==> config.mk <==
export PLATFORM = sky130hd
export DESIGN_NAME = compass_heading_smoother_unit
export DESIGN_NICKNAME = d
export VERILOG_FILES = /design/src/chs_pkg.sv /design/src/chs_front.sv /design/src/chs_fifo.sv /design/src/chs_back.sv /design/src/chs_out.sv /design/src/compass_heading_smoother_unit.sv
export SDC_FILE = /design/constraint.sdc
export NUM_CORES = 1
export LEC_CHECK = 0
export BUFFER_PORTS_ARGS = -buffer_cell sky130_fd_sc_hd__buf_4
export CAP_MARGIN = 10
export CORE_ASPECT_RATIO = 1.2
export CORE_MARGIN = 4
export CORE_UTILIZATION = 40
export CTS_BUF_LIST = sky130_fd_sc_hd__clkbuf_4
export DETAILED_ROUTE_END_ITERATION = 16
export MAX_ROUTING_LAYER = met4
export PLACE_DENSITY_LB_ADDON = 0.15
export SKIP_CTS_REPAIR_TIMING = 1
export SLEW_MARGIN = 0
export SYNTH_ARGS = -nofsm -noshare
export SYNTH_HDL_FRONTEND = slang
export SYNTH_HIERARCHICAL = 1
export SYNTH_SLANG_ARGS = --single-unit
export TNS_END_PERCENT = 1
==> constraint.sdc <==
create_clock -name clk_i -period 13.7 [get_ports clk_i]
set_clock_uncertainty 0.1 [all_clocks]
set_input_delay 2.74 -clock clk_i [delete_from_list [all_inputs] [get_ports clk_i]]
set_output_delay 2.74 -clock clk_i [all_outputs]
set_load 0.02 [all_outputs]
==> src/chs_pkg.sv <==
package chs_pkg;

  // heading units: 1/16 degree at the ports, 1/4096 degree in the state
  localparam int FullIn    = 5760;
  localparam int FullSt    = 1474560;
  localparam int HalfSt    = 737280;
  localparam int SectHalf  = 360;
  localparam int SectSpan  = 720;
  localparam int RoundBias = 32768;

  localparam logic [15:0] GainReset = 16'd6554;

  typedef enum logic [1:0] {
    OP_SKIP,
    OP_LOAD,
    OP_UPDATE
  } chs_op_e;

  typedef enum logic [1:0] {
    CFG_DECL       = 2'd0,
    CFG_DECL_VALID = 2'd1,
    CFG_VIEW_TRUE  = 2'd2,
    CFG_GAIN       = 2'd3
  } chs_cfg_idx_e;

  typedef struct packed {
    logic [12:0] raw_heading;
    logic        mag_valid;
  } chs_in_t;

  typedef struct packed {
    logic        heading_valid;
    logic [12:0] smoothed_mag;
    logic [12:0] geo_heading;
    logic        true_valid;
    logic [12:0] shown_heading;
    logic        shown_is_true;
    logic [2:0]  sector;
  } chs_out_t;

  typedef struct packed {
    logic signed [12:0] decl;
    logic               decl_valid;
    logic               view_true;
    logic [15:0]        gain;
  } chs_cfg_t;

  // queued command: classified and range-reduced sample
  typedef struct packed {
    chs_op_e     op;
    logic [12:0] heading;
  } chs_cmd_t;

  // state-update stage to output stage
  typedef struct packed {
    logic        hv;
    logic [20:0] st;
  } chs_stage_t;

endpackage

==> src/chs_front.sv <==
module chs_front import chs_pkg::*; (
  input  logic     clk_i,
  input  logic     rst_ni,
  input  logic     in_valid_i,
  output logic     in_ready_o,
  input  chs_in_t  in_item_i,
  output logic     push_o,
  input  logic     push_ready_i,
  output chs_cmd_t cmd_o
);

  logic loaded_q, loaded_d;

  assign in_ready_o = push_ready_i;
  assign push_o     = in_valid_i & push_ready_i;

  always_comb begin
    if (!in_item_i.mag_valid) begin
      cmd_o.op = OP_SKIP;
    end else if (loaded_q) begin
      cmd_o.op = OP_UPDATE;
    end else begin
      cmd_o.op = OP_LOAD;
    end
    if (in_item_i.raw_heading >= 13'(FullIn)) begin
      cmd_o.heading = in_item_i.raw_heading - 13'(FullIn);
    end else begin
      cmd_o.heading = in_item_i.raw_heading;
    end
  end

  // first valid sample seeds the average, so the front tracks it itself
  assign loaded_d = loaded_q | (push_o & in_item_i.mag_valid);

  always_ff @(posedge clk_i or negedge rst_ni) begin
    if (!rst_ni) begin
      loaded_q <= 1'b0;
    end else begin
      loaded_q <= loaded_d;
    end
  end

endmodule

==> src/chs_fifo.sv <==
module chs_fifo import chs_pkg::*; #(
  parameter int Depth = 2
) (
  input  logic     clk_i,
  input  logic     rst_ni,
  input  logic     push_i,
  output logic     push_ready_o,
  input  chs_cmd_t push_data_i,
  output logic     pop_valid_o,
  input  logic     pop_i,
  output chs_cmd_t pop_data_o
);

  localparam int PtrW = $clog2(Depth);
  localparam int CntW = $clog2(Depth + 1);

  chs_cmd_t            mem_q [Depth];
  logic [PtrW-1:0]     wr_ptr_q, wr_ptr_d, rd_ptr_q, rd_ptr_d;
  logic [CntW-1:0]     cnt_q, cnt_d;
  logic                do_push, do_pop;

  assign push_ready_o = cnt_q != CntW'(Depth);
  assign pop_valid_o  = cnt_q != '0;
  assign pop_data_o   = mem_q[rd_ptr_q];
  assign do_push      = push_i & push_ready_o;
  assign do_pop       = pop_i & pop_valid_o;

  always_comb begin
    wr_ptr_d = wr_ptr_q;
    rd_ptr_d = rd_ptr_q;
    cnt_d    = cnt_q;
    if (do_push) begin
      wr_ptr_d = (wr_ptr_q == PtrW'(Depth - 1)) ? '0 : wr_ptr_q + PtrW'(1);
    end
    if (do_pop) begin
      rd_ptr_d = (rd_ptr_q == PtrW'(Depth - 1)) ? '0 : rd_ptr_q + PtrW'(1);
    end
    if (do_push && !do_pop) begin
      cnt_d = cnt_q + CntW'(1);
    end else if (do_pop && !do_push) begin
      cnt_d = cnt_q - CntW'(1);
    end
  end

  always_ff @(posedge clk_i or negedge rst_ni) begin
    if (!rst_ni) begin
      wr_ptr_q <= '0;
      rd_ptr_q <= '0;
      cnt_q    <= '0;
    end else begin
      wr_ptr_q <= wr_ptr_d;
      rd_ptr_q <= rd_ptr_d;
      cnt_q    <= cnt_d;
    end
  end

  always_ff @(posedge clk_i) begin
    if (do_push) begin
      mem_q[wr_ptr_q] <= push_data_i;
    end
  end

endmodule

==> src/chs_back.sv <==
module chs_back import chs_pkg::*; (
  input  logic       clk_i,
  input  logic       rst_ni,
  input  chs_cfg_t   cfg_i,
  input  logic       cmd_valid_i,
  output logic       cmd_pop_o,
  input  chs_cmd_t   cmd_i,
  output logic       stage_valid_o,
  input  logic       stage_ready_i,
  output chs_stage_t stage_o
);

  localparam logic signed [21:0] HalfS  = 22'(HalfSt);
  localparam logic signed [21:0] FullS  = 22'(FullSt);
  localparam logic signed [22:0] FullS3 = 23'(FullSt);

  logic [20:0]        state_q, state_d;
  logic               valid_q, valid_d;
  chs_stage_t         stage_q, stage_d;
  logic [20:0]        hs;
  logic signed [21:0] diff, dfold;
  logic signed [20:0] d21;
  logic signed [37:0] prod, prod_rnd;
  logic signed [21:0] step;
  logic signed [22:0] sum, sum_w;

  assign cmd_pop_o = cmd_valid_i & (~valid_q | stage_ready_i);

  assign hs   = {cmd_i.heading, 8'd0};
  assign diff = $signed({1'b0, hs}) - $signed({1'b0, state_q});

  // shortest way round: fold into -180..+180 degrees
  always_comb begin
    if (diff < -HalfS) begin
      dfold = diff + FullS;
    end else if (diff > HalfS) begin
      dfold = diff - FullS;
    end else begin
      dfold = diff;
    end
  end

  assign d21      = dfold[20:0];
  assign prod     = d21 * $signed({1'b0, cfg_i.gain});
  assign prod_rnd = prod + 38'(RoundBias);
  assign step     = prod_rnd[37:16];
  assign sum      = $signed({2'b00, state_q}) + $signed({step[21], step});

  always_comb begin
    if (sum < 0) begin
      sum_w = sum + FullS3;
    end else if (sum >= FullS3) begin
      sum_w = sum - FullS3;
    end else begin
      sum_w = sum;
    end
  end

  always_comb begin
    state_d = state_q;
    stage_d = stage_q;
    valid_d = valid_q;
    if (stage_ready_i) begin
      valid_d = 1'b0;
    end
    if (cmd_pop_o) begin
      valid_d = 1'b1;
      case (cmd_i.op)
        OP_LOAD: begin
          state_d = hs;
        end
        OP_UPDATE: begin
          state_d = sum_w[20:0];
        end
        default: begin
          state_d = state_q;
        end
      endcase
      stage_d.hv = cmd_i.op != OP_SKIP;
      stage_d.st = state_d;
    end
  end

  always_ff @(posedge clk_i or negedge rst_ni) begin
    if (!rst_ni) begin
      state_q <= '0;
      valid_q <= 1'b0;
    end else begin
      state_q <= state_d;
      valid_q <= valid_d;
    end
  end

  always_ff @(posedge clk_i) begin
    stage_q <= stage_d;
  end

  assign stage_valid_o = valid_q;
  assign stage_o       = stage_q;

endmodule

==> src/chs_out.sv <==
module chs_out import chs_pkg::*; (
  input  logic       clk_i,
  input  logic       rst_ni,
  input  chs_cfg_t   cfg_i,
  input  logic       stage_valid_i,
  output logic       stage_ready_o,
  input  chs_stage_t stage_i,
  output logic       out_valid_o,
  input  logic       out_ready_i,
  output chs_out_t   out_item_o
);

  localparam logic signed [14:0] FullT = 15'(FullIn);

  logic               valid_q, valid_d;
  chs_out_t           item_q, item_d;
  logic [21:0]        st_rnd;
  logic [13:0]        mag14;
  logic [12:0]        mag;
  logic signed [14:0] tsum;
  logic [12:0]        tru;
  logic               tv, st_true;
  logic [12:0]        shown;
  logic [2:0]         sect;

  assign stage_ready_o = ~valid_q | out_ready_i;

  assign st_rnd = {1'b0, stage_i.st} + 22'd128;
  assign mag14  = st_rnd[21:8];
  assign mag    = (mag14 == 14'(FullIn)) ? 13'd0 : mag14[12:0];
  assign tsum   = $signed({2'b00, mag}) + $signed({{2{cfg_i.decl[12]}}, cfg_i.decl});

  always_comb begin
    tv      = cfg_i.decl_valid;
    st_true = cfg_i.view_true & tv;
    if (!tv) begin
      tru = '0;
    end else if (tsum < 0) begin
      tru = 13'(tsum + FullT);
    end else if (tsum >= FullT) begin
      tru = 13'(tsum - FullT);
    end else begin
      tru = tsum[12:0];
    end
    shown = st_true ? tru : mag;
  end

  // sectors are centred on the points, so north straddles the wrap
  always_comb begin
    sect = '0;
    for (int k = 1; k < 8; k++) begin
      if (shown >= 13'(k * SectSpan - SectHalf)) begin
        sect = sect + 3'd1;
      end
    end
    if (shown >= 13'(8 * SectSpan - SectHalf)) begin
      sect = '0;
    end
  end

  always_comb begin
    valid_d = valid_q;
    item_d  = item_q;
    if (out_ready_i) begin
      valid_d = 1'b0;
    end
    if (stage_valid_i && stage_ready_o) begin
      valid_d = 1'b1;
      if (stage_i.hv) begin
        item_d.heading_valid = 1'b1;
        item_d.smoothed_mag  = mag;
        item_d.geo_heading   = tru;
        item_d.true_valid    = tv;
        item_d.shown_heading = shown;
        item_d.shown_is_true = st_true;
        item_d.sector        = sect;
      end else begin
        item_d = '0;
      end
    end
  end

  always_ff @(posedge clk_i or negedge rst_ni) begin
    if (!rst_ni) begin
      valid_q <= 1'b0;
    end else begin
      valid_q <= valid_d;
    end
  end

  always_ff @(posedge clk_i) begin
    item_q <= item_d;
  end

  assign out_valid_o = valid_q;
  assign out_item_o  = item_q;

endmodule

==> src/compass_heading_smoother_unit.sv <==
// Compass heading smoother.
// Input channel (in_valid_i/in_ready_o, in_item_i) takes one magnetic heading
// sample per item in 1/16 degree units with a sample-valid flag. Each item
// gives exactly one result item on the output channel (out_valid_o/
// out_ready_i, out_item_o): smoothed magnetic heading, true heading, the
// selected view and its 8-point compass sector. Invalid samples give an
// all-zero result and leave the average alone.
// Configuration (declination, declination valid, view select, Q16 gain) is
// written through cfg_valid_i/cfg_ready_o with cfg_index_i/cfg_data_i;
// cfg_ready_o is always high. The user must write it only while the block is
// idle; the block itself does not enforce this. Throughput is one item per
// cycle while out_ready_i is high, bounded by the combinational
// difference-multiply-add loop on the smoothed state in the back end.
// Reset empties the queue and pipeline, clears the average (next valid sample
// seeds it) and loads the register defaults. When the receiver stalls, the
// output register holds, the pipeline fills and the command queue
// (QueueDepth items) absorbs accepted items before in_ready_o drops.
module compass_heading_smoother_unit import chs_pkg::*; #(
  parameter int QueueDepth = 2
) (
  input  logic        clk_i,
  input  logic        rst_ni,
  input  logic        in_valid_i,
  output logic        in_ready_o,
  input  chs_in_t     in_item_i,
  output logic        out_valid_o,
  input  logic        out_ready_i,
  output chs_out_t    out_item_o,
  input  logic        cfg_valid_i,
  output logic        cfg_ready_o,
  input  logic [1:0]  cfg_index_i,
  input  logic [15:0] cfg_data_i
);

  chs_cfg_t   cfg_q, cfg_d;
  logic       push, push_ready, cmd_valid, cmd_pop;
  chs_cmd_t   push_cmd, cmd;
  logic       stage_valid, stage_ready;
  chs_stage_t stage;

  assign cfg_ready_o = 1'b1;

  always_comb begin
    cfg_d = cfg_q;
    if (cfg_valid_i) begin
      case (chs_cfg_idx_e'(cfg_index_i))
        CFG_DECL:       cfg_d.decl       = $signed(cfg_data_i[12:0]);
        CFG_DECL_VALID: cfg_d.decl_valid = cfg_data_i[0];
        CFG_VIEW_TRUE:  cfg_d.view_true  = cfg_data_i[0];
        CFG_GAIN:       cfg_d.gain       = cfg_data_i;
        default:        cfg_d            = cfg_q;
      endcase
    end
  end

  always_ff @(posedge clk_i or negedge rst_ni) begin
    if (!rst_ni) begin
      cfg_q.decl       <= '0;
      cfg_q.decl_valid <= 1'b0;
      cfg_q.view_true  <= 1'b0;
      cfg_q.gain       <= GainReset;
    end else begin
      cfg_q <= cfg_d;
    end
  end

  chs_front u_front (
    .clk_i        (clk_i),
    .rst_ni       (rst_ni),
    .in_valid_i   (in_valid_i),
    .in_ready_o   (in_ready_o),
    .in_item_i    (in_item_i),
    .push_o       (push),
    .push_ready_i (push_ready),
    .cmd_o        (push_cmd)
  );

  chs_fifo #(
    .Depth (QueueDepth)
  ) u_fifo (
    .clk_i        (clk_i),
    .rst_ni       (rst_ni),
    .push_i       (push),
    .push_ready_o (push_ready),
    .push_data_i  (push_cmd),
    .pop_valid_o  (cmd_valid),
    .pop_i        (cmd_pop),
    .pop_data_o   (cmd)
  );

  chs_back u_back (
    .clk_i         (clk_i),
    .rst_ni        (rst_ni),
    .cfg_i         (cfg_q),
    .cmd_valid_i   (cmd_valid),
    .cmd_pop_o     (cmd_pop),
    .cmd_i         (cmd),
    .stage_valid_o (stage_valid),
    .stage_ready_i (stage_ready),
    .stage_o       (stage)
  );

  chs_out u_out (
    .clk_i         (clk_i),
    .rst_ni        (rst_ni),
    .cfg_i         (cfg_q),
    .stage_valid_i (stage_valid),
    .stage_ready_o (stage_ready),
    .stage_i       (stage),
    .out_valid_o   (out_valid_o),
    .out_ready_i   (out_ready_i),
    .out_item_o    (out_item_o)
  );

endmodule
==> results of run 1 <==
worst max path at each step:
stage | start | to | slack (ns) | cells after the start
6_report | u_back/state_q[1] | u_back/stage_o[16] | 0.72 | 45
4_1_cts | u_fifo/rd_ptr_q | u_back/stage_o[18] | 0.61 | 46
5_1_grt | u_fifo/rd_ptr_q | u_back/stage_o[16] | 0.06 | 45
2_1_floorplan | u_fifo/rd_ptr_q | u_back/stage_o[18] | 1.79 | 43
3_5_place_dp | u_fifo/rd_ptr_q | u_back/stage_o[18] | 0.61 | 46
3_3_place_gp | u_fifo/rd_ptr_q | u_back/stage_o[16] | 0.77 | 46
critical path: cells and delay by family (launching register included):
family	cells	cell delay [ns]
adder cells (fa/ha/maj)	9	4.07
AO/OA/AOI/OAI	14	3.69
XOR/XNOR	4	0.56
flip-flops	1	0.46
buffers and inverters	7	0.74
AND/OR/NAND/NOR	11	3.04
state kept, by name, summed over array words and instances, names as in the netlist:
register	flops
cfg_q	31
u_back/stage_o	15
u_out/out_item_o	45
u_fifo/rd_ptr_q	1
u_fifo/wr_ptr_q	1
u_back/state_q	21
u_back/stage_valid_o	1
u_fifo/cnt_q	2
u_fifo/mem_q	30
u_front/loaded_q	1
u_out/out_valid_o	1
metrics by stage:
step	setup WS (ns)	hold slack, ns	instance area [um^2]	util	cells
6_report	0.724	0.399	25900	0.435	3431
5_1_grt	0.0614	0.410	25900	0.435	3430
4_1_cts	0.611	0.396	25800	0.435	3428
3_5_place_dp	0.615	0.366	25500	0.429	3396
3_3_place_gp	0.766	0.357	25500	0.429	3396
2_1_floorplan	1.79	0.342	24000	-	2571
routing by layer:
metal / share of wire / global-route usage / vias up / routed length (um)
li1: - / - / 8483 / -
met5: 0 / - / - / 0
met2: 0.53 / 0.392 / 391 / 35200
met1: 0.41 / 0.261 / 9128 / 27200
met4: 0.028 / 0.0527 / 0 / 1860
met3: 0.036 / 0.0284 / 106 / 2370
area by class of cell:
| type | instances | area share |
|---|---|---|
| multi-input combinational | 1857 | 0.682 |
| antenna | 3 | 0.000290 |
| timing repair buffer | 126 | 0.0365 |
| clock buffer | 18 | 0.00522 |
| tap | 800 | 0.0387 |
| clock inverter | 14 | 0.00855 |
| sequential | 149 | 0.162 |
| inverter | 464 | 0.0673 |
==> impl_metrics.tcl, run 1 <==
set metrics [dict create \
    clk_pin_slew_worst_paths_ns 0.14 \
    numCtsBuffers 17 \
    clock.fmax_mhz 77.1 \
    clock_latency_ns 0.58 \
    slew_headroom 0.263 \
    clock_sinks 149 \
    cts_tree "yes" \
    antenna_left 0 \
    grt_pass1_vias 19179 \
    worstReg2RegStart "u_back/state_q[1]" \
    wl_mm 66.7 \
    final_common_cell "inv_1" \
    cts_max_level 4 \
    final_cell_mix "464 x inv_1, 329 x fa_1, 242 x nand2_1" \
    holdCritPathClass "reg2reg" \
    rrSetupSlack_ns 0.72 \
    gr-usage-all-layers 0.219 \
    end_kind "flop" \
    grt_setup_unrepaired "no" \
    dieWidth_um 232 \
    clock-root-buffer "clkbuf_4" \
    hold_end "u_out/out_valid_o" \
    setup_violations 0 \
    avgRoutedWirePerCell_um 19.4 \
    num_rows 98 \
    area_growth_pct 7.83 \
    hold_viol 0 \
    cp_max_fo 16 \
    worst_ep_required_time_ns 13.89 \
    multiInputGateArea_mm2 0.0177 \
    start_util 0.404 \
    whs_path_depth 1 \
    syn_nets 3115 \
    slowest_delay_ns 0.58 \
    clock_path_buffers 2 \
    dp_hpwl_mm 52.2 \
    outcome "completed" \
    start_kind "flop" \
    drtIter0Drc 1104 \
    grt_pass1_wl_mm 107 \
    seq_area_mm2 0.00419 \
    finalCritPeriodShare 0.947 \
    cp.arrival_ns 13.17 \
    drive_above_1_share 0.115 \
    avgSynthCellArea_um2 9.34 \
    r2r-end "u_back/stage_o[16]" \
    die_area_mm2 0.0640 \
    worst_path_most_repeated_cell "fa_1" \
    gp_congestion 0.888 \
    min_period_ns 12.98 \
    crit_slowest_cell "a2111oi_1" \
    coreArea_mm2 0.0595 \
    ys.warnings.count 6 \
    numPortBuffers 83 \
    finalSetupTns_ns 0 \
    antenna_found_initial 2 \
    vias_per_cell 5.28 \
    syn_area_mm2 0.0240 \
    boundaryPins 85 \
    drc 0 \
    fp.dieH_um 276 \
    final_max_slew_viol_count 0 \
    worstHoldStart "u_back/stage_valid_o" \
    maxCapViolCount 0 \
    tightest_slew_ns 1.11 \
    vias 18108 \
    grt_start_max_net_pins 60 \
    worstSetupPathType "reg2reg" \
    fin_nets 3159 \
    reg2reg_depth 45 \
    grt_overflow 0 \
    fillCellCount 5853 \
    syn-instance-count 2571 \
    firstDrtPassIters 5 \
]
Power of run 1 is not shown: default switching activity piles up to over one toggle a cycle in this logic, so the estimate is an artifact.
==> inputs of run 2 (changes only) <==
--- a/config.mk
+++ b/config.mk
@@ -5,6 +5,7 @@
 export SDC_FILE = /design/constraint.sdc
 export NUM_CORES = 1
 export LEC_CHECK = 0
+export ABC_AREA = 1
 export BUFFER_PORTS_ARGS = -buffer_cell sky130_fd_sc_hd__buf_4
 export CAP_MARGIN = 10
 export CORE_ASPECT_RATIO = 1.2
==> run 2 against run 1 <==
Setup slack improved by 0.55 ns. Utilization decreased by 0.41 points. Sequential share of layout area decreased by 0.17 points. Via count increased by 12%. Synthesized area increased by 2.0%. Register-to-register slack improved by 0.55 ns. Cell area increased by 1.1%. Worst hold slack improved by 0.022 ns. Sequential cell count unchanged. Critical path type unchanged. Critical endpoint is now u_back/state_q[15].
==> impl_metrics.tcl, run 2 <==
set metrics [dict create \
    outcome "completed" \
    num_rows 99 \
    worstHoldStart "u_fifo/cnt_q[0]" \
    drc 0 \
    syn_nets 3702 \
    fp.dieH_um 279 \
    hold_viol 0 \
    start_util 0.403 \
    grt_pass1_vias 21158 \
    fin_nets 3746 \
    seq_area_mm2 0.00419 \
    setup_violations 0 \
    vias 20246 \
    final_common_cell "nand2_1" \
    boundaryPins 85 \
    crit_slowest_cell "dfrtp_1" \
    reg2reg_depth 60 \
    clock.fmax_mhz 80.5 \
    largest_reg_flops 45 \
    clock_latency_ns 0.60 \
    finalCritPeriodShare 0.907 \
    grt_start_max_net_pins 60 \
    grt_setup_unrepaired "no" \
    dieWidth_um 234 \
    syn-instance-count 3158 \
    numCtsBuffers 17 \
    clock_path_buffers 2 \
    cts_tree "yes" \
    die_area_mm2 0.0653 \
    ys.warnings.count 6 \
    whs_path_depth 1 \
    end_kind "flop" \
    antenna_left 0 \
    grt_overflow 0 \
    tightest_slew_ns 0.926 \
    final_max_slew_viol_count 0 \
    worst_path_most_repeated_cell "nand2_1" \
    worstReg2RegStart "u_fifo/rd_ptr_q" \
    firstDrtPassIters 5 \
    clock-root-buffer "clkbuf_4" \
    fin_area_mm2 0.0262 \
    maxCapViolCount 0 \
    critical-path-top-delay-family "adder cells" \
    r2r-end "u_back/state_q[15]" \
    cp.arrival_ns 12.84 \
    area_growth_pct 6.89 \
    syn_area_mm2 0.0245 \
    antenna_found_initial 2 \
    start_kind "flop" \
    gp_congestion 0.967 \
    finalSetupTns_ns 0 \
    worstSetupPathType "reg2reg" \
    cts_max_level 4 \
    holdCritPathClass "reg2reg" \
    grt_pass1_wl_mm 116 \
    hold_end "u_fifo/cnt_q[0]" \
    avgRoutedWirePerCell_um 17.9 \
    placed_cell_area_mm2 0.0259 \
    min_period_ns 12.43 \
    clock_sinks 149 \
    avgSynthCellArea_um2 7.75 \
    path_buf_inv 9 \
    vias_per_cell 5.03 \
    dp_hpwl_mm 61.0 \
    rrSetupSlack_ns 1.27 \
    fillCellCount 6304 \
    coreArea_mm2 0.0607 \
    drive_above_1_share 0.0930 \
    multiInputGateArea_mm2 0.0173 \
    numPortBuffers 83 \
    wl_mm 72.1 \
    crit_cells 60 \
    slowest_delay_ns 0.75 \
    gr-usage-all-layers 0.234 \
    final_cell_mix "731 x nand2_1, 670 x inv_1, 329 x fa_1" \
    drtIter0Drc 1294 \
    slew_headroom 0.382 \
    worst_ep_required_time_ns 14.12 \
    cp_max_fo 17 \
    clk_pin_slew_worst_paths_ns 0.15 \
]
[run 2: cell type report]
| type | count | area share |
|---|---|---|
| repair buffers | 98 | 0.0281 |
| inverters | 711 | 0.102 |
| flip-flops and latches | 149 | 0.160 |
| well taps | 808 | 0.0386 |
| clock inverters | 15 | 0.00679 |
| multi-input cells | 2225 | 0.659 |
| diodes | 2 | 0.000191 |
| clock buffers | 17 | 0.00488 |
[run 2: worst max path at each step]
stage,to,from,slack [ns]
floorplan,u_back/stage_o[16],u_fifo/rd_ptr_q,3.38
global placement,u_back/stage_o[16],u_fifo/rd_ptr_q,1.51
detailed placement,u_back/stage_o[19],u_fifo/rd_ptr_q,1.39
CTS,u_back/state_q[15],u_fifo/rd_ptr_q,1.31
global route,u_back/state_q[15],u_fifo/rd_ptr_q,0.1
finish,u_back/state_q[15],u_fifo/rd_ptr_q,1.27
[run 2: per-stage QoR]
step	utilization	worst slack, ns	hold slack, ns	instances
6_report	0.431	1.27	0.421	4025
3_3_place_gp	0.426	1.51	0.384	3991
5_1_grt	0.431	0.0993	0.450	4025
4_1_cts	0.431	1.31	0.425	4023
3_5_place_dp	0.426	1.39	0.396	3991
2_1_floorplan	-	3.38	0.337	3158
[run 2: worst register-to-register path, delay by kind of cell, from the launching register on]
family / cells / cell delay, ns
xor gates and xnor gates: 2 / 0.84
adders and majority gates: 10 / 4.29
DFF: 1 / 0.75
and+or+nand+nor: 28 / 3.13
AOI/OAI and AO/OA: 11 / 2.34
buffers and inverters: 9 / 0.90
[run 2: per-layer routing]
layer  vias up  global-route usage  wire, um
li1       9735                   -         -
met1      9917               0.294     30600
met2       491               0.395     36000
met3       103              0.0278      2940
met4         0              0.0730      2570
met5         -                   -         0
Power of run 2 is left out for the same reason.
